--- src/design/lsl_pkg.sv ---
// Shared constants for the LRU slot lookup block.
`default_nettype none
package lsl_pkg;
  localparam int unsigned KeyInW   = 32;
  localparam int unsigned StampW   = 32;
  localparam int unsigned SlotOutW = 2;

  typedef enum logic [0:0] {
    ModeLookup = 1'b0,
    ModeFlush  = 1'b1
  } mode_e;
endpackage
`default_nettype wire

--- src/design/lsl_select.sv ---
// Parallel key match, free-slot search and least-recently-used victim search.
`default_nettype none
module lsl_select #(
  parameter int unsigned SLOTS    = 3,
  parameter int unsigned KEY_BITS = 32,
  parameter int unsigned IDX_W    = $clog2(SLOTS)
) (
  input  logic [SLOTS-1:0]          used_i,
  input  logic [KEY_BITS-1:0]       key_tab_i   [SLOTS],
  input  logic [lsl_pkg::StampW-1:0] stamp_tab_i [SLOTS],
  input  logic [KEY_BITS-1:0]       key_i,
  output logic                      hit_o,
  output logic [IDX_W-1:0]          hit_idx_o,
  output logic [IDX_W-1:0]          victim_idx_o,
  output logic                      evict_o
);
  import lsl_pkg::*;

  logic             free_found;
  logic [IDX_W-1:0] free_idx;
  logic [IDX_W-1:0] lru_idx;
  logic [StampW-1:0] lru_stamp;

  always_comb begin
    hit_o      = 1'b0;
    hit_idx_o  = '0;
    free_found = 1'b0;
    free_idx   = '0;
    for (int i = SLOTS - 1; i >= 0; i--) begin
      if (used_i[i] && (key_tab_i[i] == key_i)) begin
        hit_o     = 1'b1;
        hit_idx_o = IDX_W'(i);
      end
      if (!used_i[i]) begin
        free_found = 1'b1;
        free_idx   = IDX_W'(i);
      end
    end
  end

  always_comb begin
    lru_idx   = '0;
    lru_stamp = stamp_tab_i[0];
    for (int i = 1; i < SLOTS; i++) begin
      if (stamp_tab_i[i] < lru_stamp) begin
        lru_idx   = IDX_W'(i);
        lru_stamp = stamp_tab_i[i];
      end
    end
  end

  assign victim_idx_o = free_found ? free_idx : lru_idx;
  assign evict_o      = !free_found;
endmodule
`default_nettype wire

--- src/design/lru_slot_lookup.sv ---
// Top level of the fully associative LRU slot lookup table.
// A lookup transfer is captured in an input register; when the result register can
// advance, the slot table is searched and updated and the result register is loaded,
// so one transfer can be taken every cycle while out_ready_i does not hold the output.
// The rate is set by the combinational parallel key compare and stamp minimum
// search over all SLOTS entries. Key 0 (after masking to KEY_BITS) gets no slot and
// leaves the table and the tick untouched; a flush transfer clears all slots and
// the tick. Both produce a result with every field zero.
`default_nettype none
module lru_slot_lookup #(
  parameter int unsigned SLOTS    = 3,
  parameter int unsigned KEY_BITS = 32
) (
  input  logic                            clk_i,
  input  logic                            rst_ni,
  input  logic                            in_valid_i,
  output logic                            in_ready_o,
  input  logic                            mode_i,
  input  logic [lsl_pkg::KeyInW-1:0]      lookup_key_i,
  output logic                            out_valid_o,
  input  logic                            out_ready_i,
  output logic                            slot_given_o,
  output logic [lsl_pkg::SlotOutW-1:0]    slot_index_o,
  output logic                            was_hit_o,
  output logic                            evicted_used_o
);
  import lsl_pkg::*;

  localparam int unsigned IdxW = $clog2(SLOTS);

  logic                in_valid_q;
  logic                mode_q;
  logic [KEY_BITS-1:0] key_q;
  logic [KEY_BITS-1:0] key_d;
  logic [KEY_BITS+KeyInW-1:0] key_ext;

  logic [SLOTS-1:0]    used_q;
  logic [StampW-1:0]   stamp_q [SLOTS];
  logic [KEY_BITS-1:0] key_tab_q [SLOTS];
  logic [StampW-1:0]   tick_q;
  logic [StampW-1:0]   tick_inc;

  logic                res_valid_q;
  logic                given_q;
  logic [SlotOutW-1:0] index_q;
  logic                hit_q;
  logic                evict_q;

  logic                hit;
  logic [IdxW-1:0]     hit_idx;
  logic [IdxW-1:0]     victim_idx;
  logic                evict;
  logic [IdxW-1:0]     sel_idx;
  logic [IdxW+SlotOutW-1:0] sel_ext;

  logic advance;
  logic work;
  logic do_flush;
  logic do_lookup;

  assign key_ext = {{KEY_BITS{1'b0}}, lookup_key_i};
  assign key_d   = key_ext[KEY_BITS-1:0];

  assign advance    = !res_valid_q || out_ready_i;
  assign in_ready_o = !in_valid_q || advance;
  assign work       = in_valid_q && advance;
  assign do_flush   = work && (mode_e'(mode_q) == ModeFlush);
  assign do_lookup  = work && (mode_e'(mode_q) == ModeLookup) && (key_q != '0);
  assign tick_inc   = tick_q + StampW'(1);

  lsl_select #(
    .SLOTS   (SLOTS),
    .KEY_BITS(KEY_BITS),
    .IDX_W   (IdxW)
  ) u_select (
    .used_i      (used_q),
    .key_tab_i   (key_tab_q),
    .stamp_tab_i (stamp_q),
    .key_i       (key_q),
    .hit_o       (hit),
    .hit_idx_o   (hit_idx),
    .victim_idx_o(victim_idx),
    .evict_o     (evict)
  );

  assign sel_idx = hit ? hit_idx : victim_idx;
  assign sel_ext = {{SlotOutW{1'b0}}, sel_idx};

  always_ff @(posedge clk_i or negedge rst_ni) begin
    if (!rst_ni) begin
      in_valid_q <= 1'b0;
    end else if (in_ready_o) begin
      in_valid_q <= in_valid_i;
    end
  end

  always_ff @(posedge clk_i) begin
    if (in_ready_o && in_valid_i) begin
      mode_q <= mode_i;
      key_q  <= key_d;
    end
  end

  always_ff @(posedge clk_i or negedge rst_ni) begin
    if (!rst_ni) begin
      used_q <= '0;
      tick_q <= '0;
      for (int i = 0; i < SLOTS; i++) begin
        stamp_q[i] <= '0;
      end
    end else if (do_flush) begin
      used_q <= '0;
      tick_q <= '0;
      for (int i = 0; i < SLOTS; i++) begin
        stamp_q[i] <= '0;
      end
    end else if (do_lookup) begin
      tick_q           <= tick_inc;
      stamp_q[sel_idx] <= tick_inc;
      used_q[sel_idx]  <= 1'b1;
    end
  end

  always_ff @(posedge clk_i) begin
    if (do_lookup && !hit) begin
      key_tab_q[victim_idx] <= key_q;
    end
  end

  always_ff @(posedge clk_i or negedge rst_ni) begin
    if (!rst_ni) begin
      res_valid_q <= 1'b0;
    end else if (advance) begin
      res_valid_q <= in_valid_q;
    end
  end

  always_ff @(posedge clk_i) begin
    if (work) begin
      given_q <= do_lookup;
      index_q <= do_lookup ? sel_ext[SlotOutW-1:0] : '0;
      hit_q   <= do_lookup && hit;
      evict_q <= do_lookup && !hit && evict;
    end
  end

  assign out_valid_o    = res_valid_q;
  assign slot_given_o   = given_q;
  assign slot_index_o   = index_q;
  assign was_hit_o      = hit_q;
  assign evicted_used_o = evict_q;
endmodule
`default_nettype wire

--- config.mk ---
export PLATFORM = sky130hd
export DESIGN_NAME = lru_slot_lookup
export DESIGN_NICKNAME = d
export VERILOG_FILES = /design/src/design/lsl_pkg.sv /design/src/design/lsl_select.sv /design/src/design/lru_slot_lookup.sv
export SDC_FILE = /design/constraint.sdc
export NUM_CORES = 1
export LEC_CHECK = 0
export BUFFER_PORTS_ARGS = -buffer_cell sky130_fd_sc_hd__buf_2
export CAP_MARGIN = 20
export CORE_MARGIN = 1
export CORE_UTILIZATION = 58
export CTS_BUF_LIST = sky130_fd_sc_hd__clkbuf_8 sky130_fd_sc_hd__clkbuf_16
export CTS_CLUSTER_DIAMETER = 120
export DETAILED_ROUTE_END_ITERATION = 7
export GPL_ROUTABILITY_DRIVEN = 0
export GPL_TIMING_DRIVEN = 0
export PLACE_DENSITY = 0.82
export SLEW_MARGIN = 15
export SYNTH_ARGS = -nofsm -noshare
export SYNTH_HDL_FRONTEND = slang
export SYNTH_SLANG_ARGS = --single-unit
--- constraint.sdc ---
create_clock -name clk_i -period 9.68 [get_ports clk_i]
set_clock_uncertainty 0.2 [all_clocks]
set_input_delay 1.452 -clock clk_i [delete_from_list [all_inputs] [get_ports clk_i]]
set_output_delay 1.452 -clock clk_i [all_outputs]
set_load 0.02 [all_outputs]
Word-level counts from Yosys, hierarchy flattened --
Index checks and enable logic that the tools add are counted.
Operators by class: $add $sub $neg 1, order comparisons 8, equal/unequal tests 3, muxes and demuxes 31, bitwise logic cells 4, reduce and logical (&&, ||, !) cells 22
Operators with widths (count):
- $bwmux 96 | 2
- $mux 96 | 2
- $mux 32 | 5
- $demux 32 s2 | 2
- $eq 32x32->1 | 3
- $lt 32x32->1 | 2
- $add 32x1->32 const B | 1
- $reduce_bool 32->1 | 1
- $mux 2 | 9
- $logic_and 1x1->1 | 14
- $mux 1 | 8
- $ge 3x3->1 const B | 2
- $lt 3x1->1 const B | 2
- $mux 3 | 2
- $not 2->3 | 2
- $logic_not 1->1 | 4
- $lt 2x3->1 const B | 1
- $or 3x3->3 | 1
- $demux 1 s2 | 1
- $ge 2x1->1 const B | 1
- $logic_or 1x1->1 | 2
- $reduce_bool 2->1 | 1
- $not 1->1 | 1
Storage, ports and cells: register bits after elaboration 267, bits of input ports 37, output and inout port bits 7, logic and storage cells 85

Longest topological paths before layout --
Gate-level depths: netlist of run 1.
word-level depth 14, gate-level depth with buffers 20, gate-level depth less buffers 18

By module --
Synthesis of run 1 repeated with hierarchy kept, for this count alone.
Unflattened totals: cell total of the unflattened synthesis 1048, area, all modules 12712.2 um2
Modules (own cells, without submodules):
- lru_slot_lookup | instances 1, cells each 647, area each 9816.9 um2, sequential area each 7352.1 um2
- lsl_select | instances 1, cells each 401, area each 2895.3 um2, sequential area each 0.0 um2

Least setup slack after synthesis of run 1 --
OpenSTA, ideal clock, no wires.
path type reg2reg, start point register stamp_q[61] (netlist name), end point register key_tab_q[32] (netlist name) (enable), library setup time 0.461 ns, arrival time 6.088 ns, required time 9.019 ns, slack 2.932 ns, cell stages (with the launch flop) 18, buffers on the path 1, period minus slack after synthesis 6.748 ns, cell sequence dfrtp_1 ha_1 a21o_1 a21o_1 a221oi_2 o211ai_1 nor2_1 buf_1 mux2i_1 ha_1 nand4_1 or2_1 nor4_1 o31ai_1 a21oi_1 o211ai_1 o21a_1 nor3_1
RTL lines:
- end signal: indexed assignment | line lru_slot_lookup.sv:126 | key_tab_q[victim_idx] <= key_q;
- end: declaration | line lru_slot_lookup.sv:39 | logic [KEY_BITS-1:0] key_tab_q [SLOTS];

==> metrics.csv, run 1 <==
stage;metric;value;unit
logic_synthesis;ys_seq_area_frac;0.580;
sta;finalHoldViolCount;0;
cts;cts.root.buffer_cell;clkbuf_16;
hold_path;min_from;stamp_q[8];
global_route;grt_pass1_wl;47600;um
logic_synthesis;synth_cells;1016;
final_layout;n_antenna_cell;0;
hold_path;holdCritPathClass;flop to flop;
place;post-dp-hpwl;20600;um
global_route;grtUsageTotal;0.280;
global_route;grt_max_degree;85;
sta;holdWs;0.308;ns
setup_path;critPathLaunchType;flop;
logic_synthesis;ys_types;60;
floorplan;core-area;21200;um^2
setup_path;critPathMaxStageDelay;0.69;ns
cts;clk_pin_slew;0.06;ns
setup_path;cp.arrival;6.74;ns
routing;vias_per_cell;6.22;
global_route;antenna_found_initial;0;
setup_path;r2r_setup_slack;3.00;ns
sta;tns;0;ns
logic_synthesis;yosys_warnings;0;
final_layout;drive_gt1_frac;0.112;
logic_synthesis;synthArstFlopShare;0.498;
pwr;peakVddDrop;0.000164;V
cts;hold_buffers;0;
place;port_buffers;43;
routing;drc_errors;0;
final_layout;fin_nets;1197;
cts;htree_num_levels;1;
final_layout;final_common_cell;edfxtp_1;
floorplan;dieArea;22400;um^2
final_layout;fill_cells;1511;
logic_synthesis;synth_edf_count;134;
sta;final-max-slew-violation-count;0;
floorplan;die_y;150;um
logic_synthesis;synthFlopType;edfxtp_1;
hold_path;hold_depth;1;
routing;wl_per_cell;21.6;um
cts;cts_buffer_depth;3;
cts;cts.repair.resized;0;
global_route;grt_pass1_vias;8883;
sta;slew_headroom;0.432;
floorplan;rows;53;
logic_synthesis;netlist_area;12700;um^2
setup_path;endpoint_kind;flop;
hold_path;hold_path_end;stamp_q[8];
logic_synthesis;synth.top_cell.area_share;0.317;
routing;wl;30100;um
sta;clock.fmax;150;MHz
cts;cts_setup_buffers;0;
setup_path;ff2ff_path_depth;19;
logic_synthesis;synth_top_area_cell;edfxtp_1;
sta;worst_slew_pin_slew;0.851;ns
logic_synthesis;syn_area_per_cell;12.5;um^2
cts;clock_latency;0.55;ns
final_layout;layout_common_cells;edfxtp_1, dfrtp_1, nand2_1;
routing;num_vias;8653;
routing;ant_nets;0;
setup_path;r2r-start;stamp_q[53];
setup_path;crit_chain;ha_1 > a21oi_1 > o21ai_0 > a221oi_2 > o211ai_1 > nor2_1 > buf_1 > mux2i_1 > ha_1 > nand4_1 > or2_1 > nor4_1 > o31ai_1 > a21oi_1 > o211ai_1 > o21a_1 > nor3_2 > buf_4 > buf_6;
sta;grt_setup_unrepaired;false;
sta;setup_viol;0;
setup_path;crit_start;stamp_q[53];
logic_synthesis;synth_area_leaders;edfxtp_1, dfrtp_1, ha_1, xnor2_1, xor2_1;
sta;period_needed;6.68;ns
flow_run;cap_viol_max_count;0;
routing;initialDrtViolationCount;679;
final_layout;area_delta_synth_final;12.5;%
sta;min_period_over_period;0.690;
global_route;overflow;0;
floorplan;ioPinCount;44;
setup_path;cp.required;9.74;ns
cts;cts_buffers;27;
setup_path;r2r-end;key_tab_q[33];
setup_path;crit_fanout;11;
pwr;p_leak;6.01;nW
floorplan;start_util;0.597;
setup_path;path_class;flop to flop;
outcome;outcome;completed;
cts;numClockSinks;267;
logic_synthesis;synth_fp_nets;1116;
logic_synthesis;ys_seq_elements;267;
pwr;p_per_area;198;nW/um^2
routing;firstDrtPassIters;5;
setup_path;slowest_stage;buf_1;
cts;cts_tree;built;
floorplan;die_x;150;um
==> synth_stat cells, types with 6 or more instances <==
library cell	instances
edfxtp_1	134
dfrtp_1	133
nand2_1	91
xnor2_1	66
ha_1	63
xor2_1	60
a22o_1	55
inv_1	48
nor2_1	41
mux2i_1	40
nand4_1	31
a21oi_1	26
nor4_1	23
o21ai_0	22
o32ai_1	17
nand3_1	16
a21o_1	14
clkbuf_1	14
o2bb2ai_1	12
and3_1	11
nand2b_1	9
nor3_1	9
buf_2	8
and2_1	6
o21a_1	6
==> cell type report <==
| class | count | area (um^2) | area share |
|---|---|---|---|
| clock inverter | 15 | 110 | 0.00772 |
| timing repair buffer | 52 | 330 | 0.0232 |
| clock buffer | 34 | 772 | 0.0542 |
| tap | 275 | 344 | 0.0241 |
| inverter | 49 | 184 | 0.0129 |
| sequential | 267 | 7350 | 0.516 |
| multi-input combinational | 668 | 5000 | 0.351 |
| buffer | 32 | 164 | 0.0115 |
==> per-layer routing <==
metal / GRT usage / up-vias / part of all wire
met2: 0.486 / 343 / 0.50
met1: 0.357 / 4313 / 0.41
met5: 0 / - / 0
met3: 0.0372 / 78 / 0.055
li1: - / 3919 / -
met4: 0.109 / 0 / 0.039
==> logic make-up after synthesis <==
family,after synthesis,synth area share
flip-flops,267,0.580
AND/OR/NAND/NOR,253,0.0986
AO/OA/AOI/OAI,186,0.113
XOR/XNOR,126,0.0871
buffers and inverters,81,0.0274
adder cells (fa/ha/maj),63,0.0622
multiplexers,40,0.0316
==> worst max-delay path, delay by kind of cell, from the launching register on <==
family                   cells  cell delay (ns)
multiplexers                 1             0.20
AND/OR/NAND/NOR              5             1.83
adder cells (fa/ha/maj)      2             0.68
AO/OA/AOI/OAI                8             1.91
buffers and inverters        3             1.16
flip-flops                   1             0.41
==> power by group <==
group,total (mW),internal [mW],switching (mW)
sequential,1.30,1.25,0.0515
clock,1.03,0.590,0.436
combinational,0.487,0.168,0.319
==> registers in the layout, summed over array words and instances (netlist names) <==
signal / cells
evicted_used_o: 1
in_valid_q: 1
key_q: 32
key_tab_q: 96
mode_q: 1
out_valid_o: 1
slot_given_o: 1
slot_index_o: 2
stamp_q: 96
tick_q: 32
used_q: 3
was_hit_o: 1
==> through the flow <==
stage	utilization	cells	setup slack [ns]	power, mW	area (um^2)
after detailed placement	0.630	1342	3.22	1.80	13400
after floorplan	-	1016	2.93	1.63	12700
after global placement	0.624	1334	0.905	1.78	13200
after global routing	0.672	1392	2.83	2.90	14300
final	0.672	1392	3.00	2.82	14300
after CTS	0.671	1391	3.11	2.82	14200
==> worst max-delay path by stage <==
stage,endpoint,slack [ns],cells past startpoint
2_1_floorplan,key_tab_q[32],2.93,17
3_3_place_gp,key_tab_q[58],0.91,17
3_5_place_dp,key_tab_q[48],3.22,19
4_1_cts,key_tab_q[33],3.11,19
5_1_grt,key_tab_q[53],2.83,19
6_report,key_tab_q[33],3.00,19
No activity file was read; power rests on OpenSTA's default activity.
==> run 2, diff against run 1 <==
ABC_AREA = 1   (was unset)
CORE_UTILIZATION = 57   (was 58)
PLACE_DENSITY = 0.84   (was 0.82)
clock period = 5.63 ns   (was 9.68 ns; I/O delays follow)
==> run 2 against run 1 <==
Against the previous run: cell count grew 44%; clock-buffer cell count shrank 5; sequential power grew 78%; setup slack lost 2.8 ns; sequential share of layout area shrank 4.7 points; critical path depth grew 6; clock power grew 85%; flip-flop and latch count is the same; wire length grew 21%.
==> metrics.csv, run 2 <==
stage;metric;value;unit;change
outcome;outcome;completed;;
routing;drc_errors;0;;unchanged
final_layout;final_common_cell;nand2_1;;
routing;initialDrtViolationCount;1383;;+100%
cts;cts.repair.resized;0;;unchanged
sta;clock.fmax;184;MHz;+23%
global_route;grt_use_met3;0.0514;;+0.0142
cts;cts_buffers;28;;+3.7%
pwr;peakVddDrop;0.000272;V;+66%
floorplan;start_util;0.588;;-0.00953
logic_synthesis;ys_types;50;;-17%
cts;htree_num_levels;1;;unchanged
cts;cts_buffer_depth;3;;unchanged
sta;finalHoldViolCount;0;;unchanged
global_route;top_usage_layer;met2;;
global_route;grt_pass1_vias;11700;;+32%
logic_synthesis;post-synth-top-count-cell;nand2_1;;
pwr;p_per_area;392;nW/um^2;+98%
setup_path;endpoint_kind;flop;;
logic_synthesis;netlist_area;14000;um^2;+10%
global_route;grt_use_met2;0.483;;-0.00236
logic_synthesis;synth_edf_count;134;;unchanged
cts;cts.root.buffer_cell;clkbuf_16;;
sta;setup_slack;0.207;ns;-2.80 ns
global_route;antenna_found_initial;0;;unchanged
cts;cts_tree;built;;
setup_path;crit_fanout;10;;-1
place;dp.cells;1950;;+45%
final_layout;utilization;0.660;;-0.0116
setup_path;crit_start;stamp_q[95];;
cts;clock_latency;0.56;ns;about the same
global_route;overflow;0;;unchanged
place;dp_slack;0.369;ns;-2.85 ns
setup_path;cp.arrival;5.64;ns;-1.10 ns
hold_path;holdCritPathClass;input pin to asynchronous set/reset pin;;
logic_synthesis;synth_area_leaders;edfxtp_1, dfrtp_1, nand2_1, inv_1, ha_1;;
setup_path;path_class;flop to flop;;
final_layout;top_regs;key_tab_q x96, stamp_q x96;;
cts;hold_buffers;0;;unchanged
routing;wl_per_cell;18.2;um;-16%
floorplan;ioPinCount;44;;unchanged
setup_path;r2r_setup_slack;0.21;ns;-2.80 ns
sta;holdWs;0.0345;ns;-0.273 ns
floorplan;die_x;159;um;+5.8%
setup_path;r2r-end;stamp_q[15];;
floorplan;die_y;159;um;+5.8%
place;placed_cell_area;14700;um^2;+10%
place;port_buffers;43;;unchanged
floorplan;dieArea;25100;um^2;+12%
cts;clk_pin_slew;0.07;ns;about the same
logic_synthesis;synth_top_area_cell;edfxtp_1;;
global_route;grt_max_degree;85;;unchanged
pwr;p_leak;7.13;nW;+18%
global_route;use_met1;0.396;;+0.0387
final_layout;area_delta_synth_final;12.3;%;
final_layout;drive_gt1_frac;0.0903;;-0.0216
sta;final-max-slew-violation-count;0;;unchanged
floorplan;rows;56;;+5.7%
cts;numClockSinks;267;;unchanged
flow_run;cap_viol_max_count;0;;unchanged
cts;cts_setup_buffers;0;;unchanged
logic_synthesis;synth_fp_nets;1682;;+51%
pwr;power;6.15;mW;+120%
setup_path;r2r-start;stamp_q[95];;
sta;period_needed;5.42;ns;-1.25 ns
logic_synthesis;synth.top_cell.area_share;0.288;;-0.0292
global_route;grtUsageTotal;0.303;;+0.0226
routing;firstDrtPassIters;7;;+2
sta;min_period_over_period;0.963;;+0.273
routing;wl;36400;um;+21%
logic_synthesis;synth_cells;1582;;+56%
place;post-dp-hpwl;26300;um;+27%
global_route;grt_pass1_wl;59000;um;+24%
final_layout;stdcell_count;2002;;+44%
final_layout;n_antenna_cell;0;;unchanged
sta;tns;0;ns;unchanged
logic_synthesis;synthFlopType;edfxtp_1;;
logic_synthesis;ys_seq_area_frac;0.527;;-0.0534
logic_synthesis;synthArstFlopShare;0.498;;unchanged
sta;grt_setup_unrepaired;false;;
final_layout;fin_nets;1761;;+47%
setup_path;cp.required;5.85;ns;-3.89 ns
routing;ant_nets;0;;unchanged
logic_synthesis;syn_area_per_cell;8.82;um^2;-29%
logic_synthesis;ys_seq_elements;267;;unchanged
setup_path;ff2ff_path_depth;25;;+6
floorplan;core-area;23800;um^2;+12%
logic_synthesis;yosys_warnings;0;;unchanged
routing;num_vias;11800;;+37%
sta;worst_slew_pin_slew;0.927;ns;+0.0761 ns
sta;slew_headroom;0.372;;-0.0605
logic_synthesis;synth_common_cells;nand2_1, inv_1, edfxtp_1, dfrtp_1, nor2_1;;
final_layout;layout_common_cells;nand2_1, inv_1, edfxtp_1;;
final_layout;fin_area;15700;um^2;+10%
routing;vias_per_cell;5.90;;-5.1%
sta;setup_viol;0;;unchanged
setup_path;critPathLaunchType;flop;;
-- run 2: changes by cell type after synthesis, moves of 15 or more --
| cell | previous run | this run |
|---|---|---|
| nor2_1 | 41 | 121 |
| xnor2_1 | 66 | 9 |
| nand3_1 | 16 | 75 |
| nand2_1 | 91 | 390 |
| nor4_1 | 23 | 45 |
| xor2_1 | 60 | 38 |
| nor3_1 | 9 | 34 |
| o22ai_1 | 0 | 15 |
| mux2i_1 | 40 | 0 |
| o32ai_1 | 17 | 0 |
| inv_1 | 48 | 233 |
| o21ai_0 | 22 | 93 |
| a22o_1 | 55 | 0 |
-- run 2: cell type report --
class | count | area, um^2
timing repair buffer | 49 | 338
sequential | 267 | 7350
clock inverter | 23 | 230
buffer | 34 | 171
tap | 319 | 399
clock buffer | 29 | 726
fill | 1769 | 8070
inverter | 237 | 890
multi-input combinational | 1044 | 5570
-- run 2: logic make-up after synthesis --
family                     share of synthesized area
xor gates and xnor gates                      0.0295
and+or+nand+nor                                0.237
buffers and inverters                         0.0759
AOI/OAI and AO/OA                             0.0743
DFF                                            0.527
adders and majority gates                     0.0565
-- run 2: metal layers --
layer	share of wire	up-vias
met5	0	-
met1	0.39	5505
met3	0.096	177
met4	0.057	0
li1	-	5437
met2	0.45	697
-- run 2: critical path, cell delays in order, from the launching register on --
cell	delay [ns]
dfrtp_1	0.35
inv_1	0.06
ha_1	0.29
nand2_1	0.07
nor2_1	0.15
nand4_1	0.22
a21oi_1	0.21
nor2_2	0.10
nand2_4	0.16
clkbuf_1	0.40
nand2_1	0.12
o21ai_0	0.11
ha_1	0.29
a21oi_1	0.19
o21ai_0	0.11
nand3_1	0.08
nand2_1	0.06
nand2_1	0.05
a21oi_1	0.08
a211oi_1	0.51
nand3_2	0.28
nand3_1	0.15
nand2_2	0.10
o21ai_2	0.32
clkbuf_1	0.44
o21ai_0	0.15
-- run 2: where the power goes --
| part | internal (mW) | switching, mW |
|---|---|---|
| Clock | 1.12 | 0.794 |
| Sequential | 2.20 | 0.106 |
| Combinational | 0.578 | 1.35 |
| Total | 3.90 | 2.25 |
-- run 2: how the worst max path moves through the flow --
stage,endpoint,cells past startpoint
2_1_floorplan,key_tab_q[32],23
3_3_place_gp,key_tab_q[39],20
3_5_place_dp,stamp_q[7],24
4_1_cts,stamp_q[7],24
5_1_grt,stamp_q[12],24
6_report,stamp_q[15],25
==> run 3, diff against run 2 <==
CELL_PAD_IN_SITES_DETAIL_PLACEMENT = 1   (was unset)
CELL_PAD_IN_SITES_GLOBAL_PLACEMENT = 1   (was unset)
CORE_UTILIZATION = 44   (was 57)
==> run 3 against run 2 <==
Against the previous run: sequential power about the same; cell count up 4.2%; critical path depth down 4; largest cell class unchanged.
==> metrics.csv, run 3 (synthesized netlist as in run 2, its figures left out) <==
stage;metric;value;unit;change
outcome;outcome;completed;;
setup_path;cp.arrival;5.38;ns;-0.26 ns
cts;cts_buffer_depth;3;;unchanged
setup_path;endpoint_kind;flop;;
global_route;grt_max_degree;92;;+8.2%
cts;clk_pin_slew;0.06;ns;about the same
global_route;grt_pass1_vias;12700;;+8.2%
floorplan;die_x;180;um;+14%
cts;cts_setup_buffers;0;;unchanged
final_layout;drive_gt1_frac;0.0917;;+0.00140
sta;finalHoldViolCount;0;;unchanged
routing;initialDrtViolationCount;911;;-34%
setup_path;crit_path_frequent_cell;nand2_1;;
sta;worst_slew_pin_slew;0.838;ns;-0.0896 ns
sta;period_needed;5.30;ns;-0.123 ns
final_layout;area_delta_synth_final;13.4;%;
hold_path;hold_path_end;key_q[23];;
floorplan;rows;64;;+14%
hold_path;min_from;lookup_key_i[23];;
sta;setup_slack;0.330;ns;+0.123 ns
sta;final-max-slew-violation-count;0;;unchanged
place;dp_slack;0.0161;ns;-0.353 ns
final_layout;fin_nets;1765;;+0.23%
pwr;peakVddDrop;0.000296;V;+8.6%
final_layout;top_regs;key_tab_q x96, stamp_q x96;;
place;post-dp-hpwl;32700;um;+24%
routing;vias_per_cell;5.65;;-4.3%
setup_path;r2r-end;key_tab_q[50];;
routing;wl_per_cell;21.0;um;+15%
floorplan;start_util;0.452;;-0.136
global_route;grtUsageTotal;0.274;;-0.0283
hold_path;hold_depth;1;;
cts;clock_latency;0.59;ns;+0.03 ns
setup_path;ff2ff_path_depth;21;;-16%
routing;wl;43700;um;+20%
setup_path;path_class;flop to flop;;
routing;ant_nets;0;;unchanged
hold_path;holdCritPathClass;input pin to flop;;
sta;setup_viol;0;;unchanged
setup_path;crit_chain;inv_1 > ha_1 > nand2_1 > nor2_1 > nand4_1 > nor2_1 > nand2_2 > nand2_4 > clkbuf_2 > o21ai_0 > ha_1 > nand2_1 > nor2_1 > nand4_1 > nor4_1 > nand2_1 > nand3_2 > nand2_1 > nor3_2 > buf_4 > buf_4;;
routing;num_vias;11800;;-0.30%
final_layout;final_common_cell;nand2_1;;
setup_path;path_buf_inv;4;;+1
pwr;power;6.38;mW;+3.9%
setup_path;critPathMaxStageDelay;0.45;ns;-0.06 ns
sta;slew_headroom;0.436;;+0.0643
global_route;overflow;0;;unchanged
floorplan;core-area;30900;um^2;+30%
global_route;grt_pass1_wl;69700;um;+18%
place;port_buffers;43;;unchanged
pwr;p_leak;7.20;nW;+1.1%
final_layout;n_antenna_cell;0;;unchanged
cts;numClockSinks;267;;unchanged
floorplan;die_y;180;um;+14%
place;placed_cell_area;14800;um^2;+0.55%
cts;cts_buffers;31;;+11%
setup_path;r2r_setup_slack;0.33;ns;+0.12 ns
floorplan;dieArea;32400;um^2;+29%
sta;min_period_over_period;0.941;;-0.0218
cts;htree_num_levels;1;;unchanged
setup_path;cp.required;5.71;ns;-0.14 ns
flow_run;cap_viol_max_count;0;;unchanged
final_layout;fin_area;15800;um^2;+0.97%
final_layout;utilization;0.512;;-0.148
setup_path;r2r-start;stamp_q[95];;
routing;drc_errors;0;;unchanged
final_layout;layout_common_cells;nand2_1, inv_1, edfxtp_1;;
routing;firstDrtPassIters;5;;-2
sta;clock.fmax;189;MHz;+2.3%
final_layout;fill_cells;3662;;+110%
cts;cts_tree;built;;
setup_path;crit_fanout;12;;+2
sta;holdWs;0.237;ns;+0.203 ns
setup_path;critPathLaunchType;flop;;
floorplan;ioPinCount;44;;unchanged
pwr;p_per_area;403;nW/um^2;+2.9%
global_route;antenna_found_initial;0;;unchanged
sta;grt_setup_unrepaired;false;;
setup_path;cp_top_family;simple AND/OR/NAND/NOR gates;;
cts;cts.root.buffer_cell;clkbuf_16;;
setup_path;slowest_stage;nor4_1;;
[run 3: cell types whose count changed in the layout (fill, tap and decap cells not counted), moves of 2 or more]
| cell | change |
|---|---|
| clkinvlp_4 | -4 |
| clkinv_1 | +2 |
| clkbuf_16 | +2 |
| inv_1 | +6 |
| buf_4 | +3 |
| clkbuf_2 | +4 |
| buf_6 | -4 |
| inv_6 | +2 |
| clkinv_4 | -2 |
| clkbuf_1 | -5 |
[run 3: area by class of cell]
cell class                      instances  area [um^2]  area share
Clock inverter                         27          230      0.0145
Multi-Input combinational cell       1044         5580       0.352
Buffer                                 34          176      0.0111
Timing Repair Buffer                   50          333      0.0210
Inverter                              237          890      0.0562
Tap cell                              396          495      0.0313
Sequential cell                       267         7350       0.464
Clock buffer                           31          776      0.0490
[run 3: timing repair]
item                                    4_1_cts  5_1_grt
hold buffers                                  1        0
endpoints found under the hold margin        42        0
endpoints found under the setup margin        0      121
gates resized for setup                       0       12
[run 3: worst max path at each step]
| stage | cells after the start | from | endpoint |
|---|---|---|---|
| after detailed placement | 24 | stamp_q[63] | stamp_q[10] |
| after CTS | 25 | stamp_q[95] | stamp_q[10] |
| final | 21 | stamp_q[95] | key_tab_q[50] |
| after global routing | 21 | stamp_q[95] | key_tab_q[32] |
| after global placement | 20 | stamp_q[63] | key_tab_q[59] |
| after floorplan | 23 | stamp_q[53] | key_tab_q[32] |
[run 3: per-layer routing]
layer | global-route usage | vias to the layer above | part of all wire | wire (um)
met1 | 0.345 | 5875 | 0.42 | 18500
met5 | 0 | - | 0 | 0
met4 | 0.107 | 0 | 0.038 | 1660
met3 | 0.0309 | 100 | 0.047 | 2050
met2 | 0.484 | 359 | 0.49 | 21500
li1 | - | 5447 | - | -
[run 3: power breakdown]
group | switching, mW | internal (mW) | total (mW)
Combinational | 1.46 | 0.584 | 2.05
Clock | 0.843 | 1.18 | 2.02
Sequential | 0.114 | 2.20 | 2.31
[run 3: through the flow]
step | TNS [ns] | cells
floorplan | 0 | 1582
detailed placement | 0 | 2027
CTS | 0 | 2086
global placement | -154.87 | 2021
global route | 0 | 2086
finish | 0 | 2086
